===== src/hw/rtl/tppq_pkg.sv =====
// Shared types and constants of the two-priority pushout queue.
// No dependencies; imported by every other file of the block except tppq_ram.
package tppq_pkg;

    localparam int TAG_W   = 16;
    localparam int BYTES_W = 14;
    localparam int OCC_W   = 24;
    localparam int ENTRY_W = TAG_W + BYTES_W;

    localparam logic [1:0] OP_ARRIVAL  = 2'd0;
    localparam logic [1:0] OP_PAUSE    = 2'd1;
    localparam logic [1:0] OP_COMPLETE = 2'd2;

    localparam logic [1:0] EV_ENQ    = 2'd0;
    localparam logic [1:0] EV_DROP   = 2'd1;
    localparam logic [1:0] EV_START  = 2'd2;
    localparam logic [1:0] EV_DEPART = 2'd3;

    localparam logic [1:0] SEND_READY          = 2'd0;
    localparam logic [1:0] SEND_PAUSE_RECEIVED = 2'd1;
    localparam logic [1:0] SEND_PAUSED         = 2'd2;

    localparam logic [1:0] SERVE_NONE = 2'd0;
    localparam logic [1:0] SERVE_HIGH = 2'd1;
    localparam logic [1:0] SERVE_LOW  = 2'd2;

    localparam logic ECN_CE = 1'b1;

    localparam logic CFG_MAX_BYTES     = 1'b0;
    localparam logic CFG_ECN_THRESHOLD = 1'b1;

    localparam logic [OCC_W-1:0] MAX_BYTES_RESET = 24'd65536;
    localparam logic [OCC_W-1:0] ECN_THR_RESET   = 24'd32768;

    typedef struct packed {
        logic [1:0]         opcode;
        logic [TAG_W-1:0]   tag;
        logic [BYTES_W-1:0] bytes;
        logic               is_high;
        logic               pause_on;
    } cmd_t;

    typedef struct packed {
        logic [1:0]         kind;
        logic [TAG_W-1:0]   tag;
        logic [BYTES_W-1:0] bytes;
        logic               from_high;
        logic               ecn;
        logic [OCC_W-1:0]   occ;
        logic               last;
    } res_t;

endpackage


===== src/hw/rtl/tppq_ram.sv =====
// Generic single-write, single-read RAM with registered read data.
// No dependencies.
module tppq_ram #(
    parameter int WIDTH = 30,
    parameter int DEPTH = 32
) (
    input  logic                     clk,
    input  logic                     we,
    input  logic [$clog2(DEPTH)-1:0] waddr,
    input  logic [WIDTH-1:0]         wdata,
    input  logic [$clog2(DEPTH)-1:0] raddr,
    output logic [WIDTH-1:0]         rdata
);
    logic [WIDTH-1:0] mem [DEPTH];

    // write and registered read
    always_ff @(posedge clk)
    begin
        if (we)
        begin
            mem[waddr] <= wdata;
        end
        rdata <= mem[raddr];
    end
endmodule


===== src/hw/rtl/tppq_front.sv =====
// Front end: accepts command items and holds them in a two-entry queue.
// Depends on tppq_pkg.
module tppq_front (
    input  logic          clk,
    input  logic          rst_n,
    input  logic          start,
    input  tppq_pkg::cmd_t in_cmd,
    output logic          busy,
    output logic          cmd_valid,
    output tppq_pkg::cmd_t cmd,
    input  logic          cmd_ready
);
    import tppq_pkg::*;

    cmd_t       slot_reg [2];
    logic       rd_ptr_reg, rd_ptr_next;
    logic       wr_ptr_reg, wr_ptr_next;
    logic [1:0] fill_reg, fill_next;
    logic       push, pop;

    assign busy      = (fill_reg == 2'd2);
    assign cmd_valid = (fill_reg != 2'd0);
    assign cmd       = slot_reg[rd_ptr_reg];
    assign push      = start && !busy;
    assign pop       = cmd_valid && cmd_ready;

    // advance pointers and fill level
    always_comb
    begin
        rd_ptr_next = pop ? !rd_ptr_reg : rd_ptr_reg;
        wr_ptr_next = push ? !wr_ptr_reg : wr_ptr_reg;
        fill_next   = fill_reg + 2'(push) - 2'(pop);
    end

    always_ff @(posedge clk or negedge rst_n)
    begin
        if (!rst_n)
        begin
            rd_ptr_reg <= 1'b0;
            wr_ptr_reg <= 1'b0;
            fill_reg   <= 2'd0;
        end
        else
        begin
            rd_ptr_reg <= rd_ptr_next;
            wr_ptr_reg <= wr_ptr_next;
            fill_reg   <= fill_next;
        end
    end

    // hold the item in its slot
    always_ff @(posedge clk)
    begin
        if (push)
        begin
            slot_reg[wr_ptr_reg] <= in_cmd;
        end
    end
endmodule


===== src/hw/rtl/tppq_back.sv =====
// Back end: queue state, pushout, service and departure sequencer.
// Depends on tppq_pkg and tppq_ram.
module tppq_back #(
    parameter int QUEUE_DEPTH = 32
) (
    input  logic                      clk,
    input  logic                      rst_n,
    input  logic                      cmd_valid,
    input  tppq_pkg::cmd_t            cmd,
    output logic                      cmd_ready,
    input  logic                      cfg_we,
    input  logic                      cfg_index,
    input  logic [tppq_pkg::OCC_W-1:0] cfg_data,
    output logic                      res_strobe,
    output tppq_pkg::res_t            res
);
    import tppq_pkg::*;

    localparam int PW = $clog2(QUEUE_DEPTH);
    localparam int CW = $clog2(QUEUE_DEPTH + 1);
    localparam logic [CW:0]   DEPTH_W = (CW+1)'(QUEUE_DEPTH);
    localparam logic [CW-1:0] DEPTH_C = CW'(QUEUE_DEPTH);
    localparam logic [PW-1:0] LAST_P  = PW'(QUEUE_DEPTH - 1);

    localparam logic [2:0] S_IDLE       = 3'd0;
    localparam logic [2:0] S_EXEC       = 3'd1;
    localparam logic [2:0] S_PUSH_RD    = 3'd2;
    localparam logic [2:0] S_PUSH_EMIT  = 3'd3;
    localparam logic [2:0] S_START_RD   = 3'd4;
    localparam logic [2:0] S_START_EMIT = 3'd5;
    localparam logic [2:0] S_DEP_RD     = 3'd6;
    localparam logic [2:0] S_DEP_EMIT   = 3'd7;

    logic [2:0]        state_reg, state_next;
    cmd_t              cmd_reg;
    logic [PW-1:0]     hi_head_reg, hi_head_next, lo_head_reg, lo_head_next;
    logic [CW-1:0]     hi_cnt_reg, hi_cnt_next, lo_cnt_reg, lo_cnt_next;
    logic [OCC_W-1:0]  qb_reg, qb_next;
    logic [1:0]        send_reg, send_next, serve_reg, serve_next;
    logic [OCC_W-1:0]  max_reg, thr_reg;
    logic              strobe_reg, strobe_next;
    res_t              res_reg, res_next;

    logic [CW:0]       wr_sum, tail_sum;
    logic [PW-1:0]     wr_idx, tail_idx, rd_addr;
    logic [CW-1:0]     cls_cnt, guard;
    logic [OCC_W:0]    need;
    logic              hi_we, lo_we;
    logic [ENTRY_W-1:0] hi_rdata, lo_rdata, sel_data;
    logic [BYTES_W-1:0] sel_bytes;
    logic [OCC_W-1:0]  ext_bytes;
    logic [1:0]        send_after;

    assign cmd_ready  = (state_reg == S_IDLE);
    assign res_strobe = strobe_reg;
    assign res        = res_reg;

    // ring index arithmetic
    always_comb
    begin
        cls_cnt  = cmd_reg.is_high ? hi_cnt_reg : lo_cnt_reg;
        wr_sum   = (CW+1)'(cmd_reg.is_high ? hi_head_reg : lo_head_reg) + (CW+1)'(cls_cnt);
        wr_idx   = PW'((wr_sum >= DEPTH_W) ? wr_sum - DEPTH_W : wr_sum);
        tail_sum = (CW+1)'(lo_head_reg) + (CW+1)'(lo_cnt_reg) - (CW+1)'(1);
        tail_idx = PW'((tail_sum >= DEPTH_W) ? tail_sum - DEPTH_W : tail_sum);
        guard    = (serve_reg == SERVE_LOW) ? CW'(1) : CW'(0);
        need     = (OCC_W+1)'(qb_reg) + (OCC_W+1)'(cmd_reg.bytes);
    end

    // choose read address by sequencer step
    always_comb
    begin
        unique case (state_reg)
            S_PUSH_RD:  rd_addr = tail_idx;
            S_START_RD: rd_addr = (hi_cnt_reg != '0) ? hi_head_reg : lo_head_reg;
            S_DEP_RD:   rd_addr = (serve_reg == SERVE_HIGH) ? hi_head_reg : lo_head_reg;
            default:    rd_addr = hi_head_reg;
        endcase
    end

    assign hi_we = (state_reg == S_EXEC) && (cmd_reg.opcode == OP_ARRIVAL) && cmd_reg.is_high
                   && (cls_cnt < DEPTH_C) && !(need > (OCC_W+1)'(max_reg));
    assign lo_we = (state_reg == S_EXEC) && (cmd_reg.opcode == OP_ARRIVAL) && !cmd_reg.is_high
                   && (cls_cnt < DEPTH_C) && !(need > (OCC_W+1)'(max_reg));

    tppq_ram #(.WIDTH(ENTRY_W), .DEPTH(QUEUE_DEPTH)) u_high_ram (
        .clk   (clk),
        .we    (hi_we),
        .waddr (wr_idx),
        .wdata ({cmd_reg.bytes, cmd_reg.tag}),
        .raddr (rd_addr),
        .rdata (hi_rdata)
    );

    tppq_ram #(.WIDTH(ENTRY_W), .DEPTH(QUEUE_DEPTH)) u_low_ram (
        .clk   (clk),
        .we    (lo_we),
        .waddr (wr_idx),
        .wdata ({cmd_reg.bytes, cmd_reg.tag}),
        .raddr (rd_addr),
        .rdata (lo_rdata)
    );

    always_comb
    begin
        sel_data  = (state_reg == S_PUSH_EMIT || serve_reg == SERVE_LOW) ? lo_rdata : hi_rdata;
        sel_bytes = sel_data[ENTRY_W-1:TAG_W];
        ext_bytes = OCC_W'(sel_bytes);
    end

    // sequence one item
    always_comb
    begin
        state_next   = state_reg;
        hi_head_next = hi_head_reg;
        lo_head_next = lo_head_reg;
        hi_cnt_next  = hi_cnt_reg;
        lo_cnt_next  = lo_cnt_reg;
        qb_next      = qb_reg;
        send_next    = send_reg;
        serve_next   = serve_reg;
        strobe_next  = 1'b0;
        send_after   = (send_reg == SEND_PAUSE_RECEIVED) ? SEND_PAUSED : send_reg;
        res_next     = res_reg;
        unique case (state_reg)
            S_IDLE:
            begin
                if (cmd_valid)
                begin
                    state_next = S_EXEC;
                end
            end
            S_EXEC:
            begin
                state_next = S_IDLE;
                priority case (cmd_reg.opcode)
                    OP_ARRIVAL:
                    begin
                        res_next.tag       = cmd_reg.tag;
                        res_next.bytes     = cmd_reg.bytes;
                        res_next.from_high = cmd_reg.is_high;
                        res_next.ecn       = 1'b0;
                        res_next.occ       = qb_reg;
                        if (cls_cnt >= DEPTH_C)
                        begin
                            strobe_next   = 1'b1;
                            res_next.kind = EV_DROP;
                            res_next.last = 1'b1;
                        end
                        else if (need > (OCC_W+1)'(max_reg))
                        begin
                            if (cmd_reg.is_high && lo_cnt_reg > guard)
                            begin
                                state_next = S_PUSH_RD;
                            end
                            else
                            begin
                                strobe_next   = 1'b1;
                                res_next.kind = EV_DROP;
                                res_next.last = 1'b1;
                            end
                        end
                        else
                        begin
                            // store the arrival and maybe start service
                            if (cmd_reg.is_high)
                            begin
                                hi_cnt_next = hi_cnt_reg + CW'(1);
                            end
                            else
                            begin
                                lo_cnt_next = lo_cnt_reg + CW'(1);
                            end
                            qb_next       = OCC_W'(need);
                            strobe_next   = 1'b1;
                            res_next.kind = EV_ENQ;
                            res_next.occ  = OCC_W'(need);
                            res_next.last = !(serve_reg == SERVE_NONE && send_reg == SEND_READY);
                            if (serve_reg == SERVE_NONE && send_reg == SEND_READY)
                            begin
                                state_next = S_START_RD;
                            end
                        end
                    end
                    OP_PAUSE:
                    begin
                        if (cmd_reg.pause_on)
                        begin
                            send_next = (serve_reg != SERVE_NONE) ? SEND_PAUSE_RECEIVED
                                                                  : SEND_PAUSED;
                        end
                        else
                        begin
                            send_next = SEND_READY;
                            if (serve_reg == SERVE_NONE
                                && (hi_cnt_reg != '0 || lo_cnt_reg != '0))
                            begin
                                state_next = S_START_RD;
                            end
                        end
                    end
                    OP_COMPLETE:
                    begin
                        if (serve_reg == SERVE_HIGH || serve_reg == SERVE_LOW)
                        begin
                            if ((serve_reg == SERVE_HIGH ? hi_cnt_reg : lo_cnt_reg) == '0)
                            begin
                                serve_next = SERVE_NONE;
                            end
                            else
                            begin
                                state_next = S_DEP_RD;
                            end
                        end
                    end
                    default:
                    begin
                        state_next = S_IDLE;
                    end
                endcase
            end
            S_PUSH_RD:
            begin
                state_next = S_PUSH_EMIT;
            end
            S_PUSH_EMIT:
            begin
                // drop the newest low packet, then test the limit again
                lo_cnt_next        = lo_cnt_reg - CW'(1);
                qb_next            = qb_reg - ext_bytes;
                strobe_next        = 1'b1;
                res_next.kind      = EV_DROP;
                res_next.tag       = sel_data[TAG_W-1:0];
                res_next.bytes     = sel_bytes;
                res_next.from_high = 1'b0;
                res_next.ecn       = 1'b0;
                res_next.occ       = qb_reg - ext_bytes;
                res_next.last      = 1'b0;
                state_next         = S_EXEC;
            end
            S_START_RD:
            begin
                serve_next = (hi_cnt_reg != '0) ? SERVE_HIGH : SERVE_LOW;
                state_next = S_START_EMIT;
            end
            S_START_EMIT:
            begin
                strobe_next        = 1'b1;
                res_next.kind      = EV_START;
                res_next.tag       = sel_data[TAG_W-1:0];
                res_next.bytes     = sel_bytes;
                res_next.from_high = (serve_reg == SERVE_HIGH);
                res_next.ecn       = 1'b0;
                res_next.occ       = qb_reg;
                res_next.last      = 1'b1;
                state_next         = S_IDLE;
            end
            S_DEP_RD:
            begin
                state_next = S_DEP_EMIT;
            end
            S_DEP_EMIT:
            begin
                // retire the head packet of the serving class
                if (serve_reg == SERVE_HIGH)
                begin
                    hi_head_next = (hi_head_reg == LAST_P) ? '0 : hi_head_reg + PW'(1);
                    hi_cnt_next  = hi_cnt_reg - CW'(1);
                end
                else
                begin
                    lo_head_next = (lo_head_reg == LAST_P) ? '0 : lo_head_reg + PW'(1);
                    lo_cnt_next  = lo_cnt_reg - CW'(1);
                end
                send_next          = send_after;
                qb_next            = (ext_bytes <= qb_reg) ? qb_reg - ext_bytes : '0;
                serve_next         = SERVE_NONE;
                strobe_next        = 1'b1;
                res_next.kind      = EV_DEPART;
                res_next.tag       = sel_data[TAG_W-1:0];
                res_next.bytes     = sel_bytes;
                res_next.from_high = (serve_reg == SERVE_HIGH);
                res_next.ecn       = (qb_reg > thr_reg) ? ECN_CE : 1'b0;
                res_next.occ       = (ext_bytes <= qb_reg) ? qb_reg - ext_bytes : '0;
                if (send_after == SEND_READY && (hi_cnt_next != '0 || lo_cnt_next != '0))
                begin
                    res_next.last = 1'b0;
                    state_next    = S_START_RD;
                end
                else
                begin
                    res_next.last = 1'b1;
                    state_next    = S_IDLE;
                end
            end
            default:
            begin
                state_next = S_IDLE;
            end
        endcase
    end

    always_ff @(posedge clk or negedge rst_n)
    begin
        if (!rst_n)
        begin
            state_reg   <= S_IDLE;
            hi_head_reg <= '0;
            lo_head_reg <= '0;
            hi_cnt_reg  <= '0;
            lo_cnt_reg  <= '0;
            qb_reg      <= '0;
            send_reg    <= SEND_READY;
            serve_reg   <= SERVE_NONE;
            strobe_reg  <= 1'b0;
            max_reg     <= MAX_BYTES_RESET;
            thr_reg     <= ECN_THR_RESET;
        end
        else
        begin
            state_reg   <= state_next;
            hi_head_reg <= hi_head_next;
            lo_head_reg <= lo_head_next;
            hi_cnt_reg  <= hi_cnt_next;
            lo_cnt_reg  <= lo_cnt_next;
            qb_reg      <= qb_next;
            send_reg    <= send_next;
            serve_reg   <= serve_next;
            strobe_reg  <= strobe_next;
            if (cfg_we && cfg_index == CFG_MAX_BYTES)
            begin
                max_reg <= cfg_data;
            end
            if (cfg_we && cfg_index == CFG_ECN_THRESHOLD)
            begin
                thr_reg <= cfg_data;
            end
        end
    end

    // hold the command and the result payload
    always_ff @(posedge clk)
    begin
        if (state_reg == S_IDLE && cmd_valid)
        begin
            cmd_reg <= cmd;
        end
        res_reg <= res_next;
    end

    a_high_serving_nonempty: assert property (@(posedge clk) disable iff (!rst_n)
        serve_reg == SERVE_HIGH |-> hi_cnt_reg != '0)
        else $error("serving high class with empty high queue");

    a_low_serving_nonempty: assert property (@(posedge clk) disable iff (!rst_n)
        serve_reg == SERVE_LOW |-> lo_cnt_reg != '0)
        else $error("serving low class with empty low queue");

    a_count_bound: assert property (@(posedge clk) disable iff (!rst_n)
        hi_cnt_reg <= DEPTH_C && lo_cnt_reg <= DEPTH_C)
        else $error("queue count beyond depth");

    a_pushout_keeps_served: assert property (@(posedge clk) disable iff (!rst_n)
        state_reg == S_PUSH_RD |-> lo_cnt_reg > guard)
        else $error("pushout would remove the packet in service");
endmodule


===== src/hw/rtl/two_priority_pushout_queue_ecn.sv =====
// Top level of the two-priority pushout queue with ECN marking.
// Depends on tppq_pkg, tppq_front, tppq_back (which uses tppq_ram).
//
// Usage: drive opcode and packet fields with start; an item is taken at an
// edge where start is high and busy is low. Opcode 0 is an arrival, 1 a
// pause frame (pause_on selects pause or resume), 2 service complete.
// Results come out on the result ports, each one marked by strobe;
// last flags the final result of an item. The receiver cannot stall, so
// every strobe cycle is a delivered result.
// Sequencing: the front holds up to two items; the back sequencer takes
// an item while idle and then executes it, plus a read, a drop and a new
// test of the limit per pushed-out packet, and a read and an emit per
// service start or departure, since each of those reads a queue RAM with a
// registered read port. The back takes no new item until it is idle again.
// Configuration: cfg_we with cfg_index 0 writes max_bytes, 1 writes
// ecn_threshold; write only while the block is idle.
// Reset: queues empty, occupancy zero, sending ready, nothing in service,
// max_bytes 65536, ecn_threshold 32768.
module two_priority_pushout_queue_ecn #(
    parameter int QUEUE_DEPTH = 32
) (
    input  logic        clk,
    input  logic        rst_n,
    input  logic        start,
    output logic        busy,
    input  logic [1:0]  opcode,
    input  logic [15:0] packet_tag,
    input  logic [13:0] packet_bytes,
    input  logic        is_high,
    input  logic        pause_on,
    input  logic        cfg_we,
    input  logic        cfg_index,
    input  logic [23:0] cfg_data,
    output logic        strobe,
    output logic [1:0]  event_kind,
    output logic [15:0] out_tag,
    output logic [13:0] out_bytes,
    output logic        from_high,
    output logic        ecn_marked,
    output logic [23:0] occupancy,
    output logic        last
);
    import tppq_pkg::*;

    cmd_t in_cmd, cmd;
    logic cmd_valid, cmd_ready;
    res_t res;

    assign in_cmd = '{opcode: opcode, tag: packet_tag, bytes: packet_bytes,
                      is_high: is_high, pause_on: pause_on};

    tppq_front u_front (
        .clk       (clk),
        .rst_n     (rst_n),
        .start     (start),
        .in_cmd    (in_cmd),
        .busy      (busy),
        .cmd_valid (cmd_valid),
        .cmd       (cmd),
        .cmd_ready (cmd_ready)
    );

    tppq_back #(.QUEUE_DEPTH(QUEUE_DEPTH)) u_back (
        .clk        (clk),
        .rst_n      (rst_n),
        .cmd_valid  (cmd_valid),
        .cmd        (cmd),
        .cmd_ready  (cmd_ready),
        .cfg_we     (cfg_we),
        .cfg_index  (cfg_index),
        .cfg_data   (cfg_data),
        .res_strobe (strobe),
        .res        (res)
    );

    // unpack the result item
    assign event_kind = res.kind;
    assign out_tag    = res.tag;
    assign out_bytes  = res.bytes;
    assign from_high  = res.from_high;
    assign ecn_marked = res.ecn;
    assign occupancy  = res.occ;
    assign last       = res.last;
endmodule


===== config.mk =====
export PLATFORM = sky130hd
export DESIGN_NAME = two_priority_pushout_queue_ecn
export DESIGN_NICKNAME = d
export VERILOG_FILES = /design/src/hw/rtl/tppq_pkg.sv /design/src/hw/rtl/tppq_ram.sv /design/src/hw/rtl/tppq_front.sv /design/src/hw/rtl/tppq_back.sv /design/src/hw/rtl/two_priority_pushout_queue_ecn.sv
export SDC_FILE = /design/constraint.sdc
export NUM_CORES = 2
export LEC_CHECK = 0
export BUFFER_PORTS_ARGS = -buffer_cell sky130_fd_sc_hd__buf_4
export CAP_MARGIN = 20
export CORE_MARGIN = 1
export CORE_UTILIZATION = 40
export CTS_BUF_LIST = sky130_fd_sc_hd__clkbuf_2 sky130_fd_sc_hd__clkbuf_4 sky130_fd_sc_hd__clkbuf_8
export DETAILED_ROUTE_END_ITERATION = 12
export PLACE_DENSITY = 0.61
export SLEW_MARGIN = 20
export SYNTH_ARGS = -nofsm -noshare
export SYNTH_HDL_FRONTEND = slang
export SYNTH_SLANG_ARGS = --single-unit
export TNS_END_PERCENT = 5

===== constraint.sdc =====
create_clock -name clk -period 20.4 [get_ports clk]
set_input_delay 2.04 -clock clk [delete_from_list [all_inputs] [get_ports clk]]
set_output_delay 2.04 -clock clk [all_outputs]
set_load 0.01 [all_outputs]

==> results.yml <==
setup_path:
  timing.rr.end: "u_back.u_high_ram.mem[5][11]$_DFFE_PP_"
  critPathBufInv: 3
  path_delay_family: "simple AND/OR/NAND/NOR gates"
  path_class: "reg2reg"
  critPathLaunchType: "flop"
  worstPathMaxFanout: 66
  regToRegStartpoint: "u_back.cmd_reg[7]$_DFFE_PP_"
  cp.required_ns: 21.05
  worst_path_max_delay_cell: "nor2_4"
  rr_worst_depth: 20
  timing.reg2reg.setup_slack_ns: 12.48
  cp_cell_sequence: "buf_4, ha_1, nand3_1, nor2_1, or4b_1, a21oi_2, nor3_1, and3_1, xor2_1, ha_1, nand2_1, nor3_1, nand3_1, o2bb2ai_1, a21oi_1, buf_4, and3_1, buf_4, nand3_1, nor2_4"
  end_kind: "flop"
  cp_slowest_stage_delay_ns: 1.11
  worstPathArrival_ns: 8.57
floorplanning:
  start_util_pct: 40.30
  ios: 124
  die-height_um: 473.0
  dieWidth_um: 473.0
  dieArea_sq_um: 223700
  coreArea_sq_um: 220200
  row_count: 172
global_routing:
  use_met2_pct: 33.16
  grt_use_met3_pct: 4.289
  grt_first_pass_wirelength_um: 346200
  grtUsageMet1_pct: 29.63
  grt.busiest_layer: "met2"
  grt_overflow: 0
  grt_max_degree: 132
  first_global_vias: 47220
  antenna_found_initial: 10
  grt_usage_pct: 21.56
clock_tree:
  htreeDepth: 5
  clock-root-buffer: "clkbuf_8"
  postCtsSetupBuffers: 0
  holdBufCountCts: 0
  cts_num_sinks: 2247
  insertion_delay_ns: 1.11
  clk_pin_slew_ns: 0.06
  clk_path_buf_depth: 4
  cts_resized: 0
  numCtsBuffers: 363
  cts_tree: "yes"
synthesis:
  synth_top_flop_cell: "edfxtp_1"
  yosysWarnings: 0
  synthArstFlopShare_pct: 4.717
  netlist.area_leader.share_pct: 70.43
  synth_top_area_cell: "edfxtp_1"
  yosysSeqAreaShare_pct: 74.78
  ys_types: 84
  synth.area.top_cells: "edfxtp_1, mux4_2, dfrtp_1"
  avgSynthCellArea_sq_um: 18.48
  ys_ff_latch: 2247
  syn_inst: 4800
  synth_edf_count: 2081
  syn_area_sq_um: 88730
  syn-num-nets: 4969
sta:
  worstMarginPinSlew_ns: 1.234
  fin_skew_ns: 0.1109
  period_minus_slack_ns: 7.921
  fmax_mhz: 126.2
  rsz0062_at_grt: "no"
  setup_tns_ns: 0
  setup-violations-final: 0
  hold_viol: 0
  slew_headroom_pct: 17.76
  slew_violations: 0
  fin_crit_sh_pct: 38.83
cells_and_area:
  nets: 5328
  final_cell_mix: "edfxtp_1, mux4_2, clkbuf_8, nand2_1, a22oi_1"
  fin_util_pct: 45.92
  layout_commonest_cell: "edfxtp_1"
  drive_above_1_share_pct: 25.23
  finalNonFillerCells: 8384
  final_cell_area_sq_um: 101100
  syn_to_final_growth_pct: 13.94
power_and_ir_drop:
  p_seq_share_pct: 43.1
  vdd_drop_max_mv: 0.07621
  p_switching_uw: 5089
  p_per_area_nw_per_um2: 144.9
  clock_power_share_pct: 25.7
  p_comb_share_pct: 31.2
  power_leakage_uw: 0.03287
  switching_share_pct: 34.75
  p_int_uw: 9556
detailed_routing:
  drt_wl_total_um: 243600
  routedWlPerCell_um: 29.06
  drtIter0Drc: 5566
  num_vias: 48070
  post-route-drc-count: 0
  dr.pass1.iters: 5
  avgViaCountPerCell: 5.734
  ant_nets: 0
place:
  dp_cells: 7733
  dp_hpwl_um: 150100
  dpl-instance-area_sq_um: 93810
  globalplace.congestion: 0.8944
  portBuffers: 123
run_status:
  outcome: "finished, final reports clean"
min_path:
  whs_endpoint: "u_back.thr_reg[6]$_DFFE_PN0P_"
  min_from: "u_back.thr_reg[6]$_DFFE_PN0P_"
  min_path_type: "reg2reg"
  whs_path_depth: 1
run:
  drv_cap: 0
==> kinds of logic (layout without fill, tap and decap cells) <==
kind of cell    count (synthesis)  in the layout  share of synthesized area, %
flops                        2247           2247                         74.78
simple gates                  793            793                         4.088
compound gates                725            725                         5.621
mux                           526            526                         11.80
buf+inv                       347            966                         1.627
fa+ha+maj                     106            106                         1.529
xor+xnor                       56             56                        0.5528
other cells                     0              7                             0
==> metal layers <==
layer	part of all wire (%)	routed length [um]	up-vias
met4	4.7	11400	6
met5	0.017	42	-
li1	-	-	20280
met1	42	101300	25220
met3	7.6	18530	394
met2	46	112400	2173
==> per-stage QoR <==
stage | worst slack (ns) | hold WS, ns | power, uW
floorplan | 13.16 | 0.4608 | 9058
global placement | 12.13 | 0.4820 | 10910
detailed placement | 12.28 | 0.4980 | 10970
CTS | 12.23 | 0.5120 | 14700
global route | 12.21 | 0.5224 | 15220
finish | 12.48 | 0.5108 | 14650
==> cells in the mapped netlist, types with 6 or more instances <==
| master | instances |
|---|---|
| nor4_1 | 8 |
| buf_6 | 8 |
| a21boi_0 | 7 |
| a31oi_1 | 17 |
| dfrtp_1 | 104 |
| a21oi_1 | 137 |
| mux2_2 | 63 |
| edfxtp_1 | 2081 |
| buf_2 | 61 |
| o21a_1 | 22 |
| nor2b_1 | 12 |
| a211oi_1 | 11 |
| dfxtp_1 | 60 |
| nand2_1 | 339 |
| nor2_1 | 171 |
| inv_1 | 91 |
| and2_1 | 7 |
| buf_1 | 19 |
| a21o_1 | 20 |
| o22a_1 | 7 |
| o22ai_1 | 10 |
| mux4_2 | 410 |
| mux2i_1 | 53 |
| o211ai_1 | 10 |
| a32oi_1 | 49 |
| o2bb2ai_1 | 6 |
| and3_1 | 18 |
| a22oi_1 | 241 |
| o21ai_0 | 108 |
| a22o_1 | 6 |
| nand2b_1 | 9 |
| nand3_1 | 69 |
| clkbuf_1 | 165 |
| nor3_1 | 32 |
| xnor2_1 | 33 |
| or2_2 | 6 |
| or3_1 | 8 |
| ha_1 | 102 |
| nand4_1 | 84 |
| a221o_1 | 9 |
| o31ai_1 | 7 |
| xor2_1 | 23 |
| a2bb2oi_1 | 13 |
==> worst reg2reg max path, delay by kind of cell (launching register included) <==
| family | cells | cell delay (ns) |
|---|---|---|
| AO/OA/AOI/OAI | 3 | 0.76 |
| XOR/XNOR | 1 | 0.16 |
| flip-flops | 1 | 0.33 |
| buffers and inverters | 3 | 1.07 |
| AND/OR/NAND/NOR | 11 | 4.24 |
| adder cells (fa/ha/maj) | 2 | 0.93 |
==> worst max path at each step <==
stage	from	endpoint	slack, ns	depth (start not counted)
6_report	u_back.cmd_reg[7]$_DFFE_PP_	u_back.u_high_ram.mem[5][11]$_DFFE_PP_	12.48	20
5_1_grt	u_back.cmd_reg[2]$_DFFE_PP_	u_back.u_high_ram.mem[5][12]$_DFFE_PP_	12.21	20
4_1_cts	u_back.cmd_reg[2]$_DFFE_PP_	u_back.u_high_ram.mem[11][28]$_DFFE_PP_	12.23	20
3_5_place_dp	u_back.cmd_reg[2]$_DFFE_PP_	u_back.u_high_ram.mem[11][15]$_DFFE_PP_	12.28	20
3_3_place_gp	u_back.cmd_reg[2]$_DFFE_PP_	u_back.u_high_ram.mem[2][12]$_DFFE_PP_	12.13	20
2_1_floorplan	u_back.cmd_reg[2]$_DFFE_PP_	u_back.u_high_ram.mem[10][0]$_DFFE_PP_	13.16	21
==> final cells by class <==
type	count	area (sq um)
fillers	18490	119100
repair buffers	249	2296
clock inverters	143	867.1
multi-input cells	2206	21530
diodes	7	17.52
clock buffers	482	5983
inverters	92	345.3
flip-flops and latches	2247	66350
well taps	2958	3701
==> power by group through the flow <==
stage / Clock (uW) / Sequential [uW] / Combinational [uW]
5_1_grt: 4020 / 6340 / 4870
3_3_place_gp: 0 / 6400 / 4510
3_5_place_dp: 0 / 6410 / 4560
2_1_floorplan: 0 / 6540 / 2520
6_report: 3770 / 6320 / 4560
4_1_cts: 3820 / 6310 / 4570
Power figures use the tool's default switching activity.
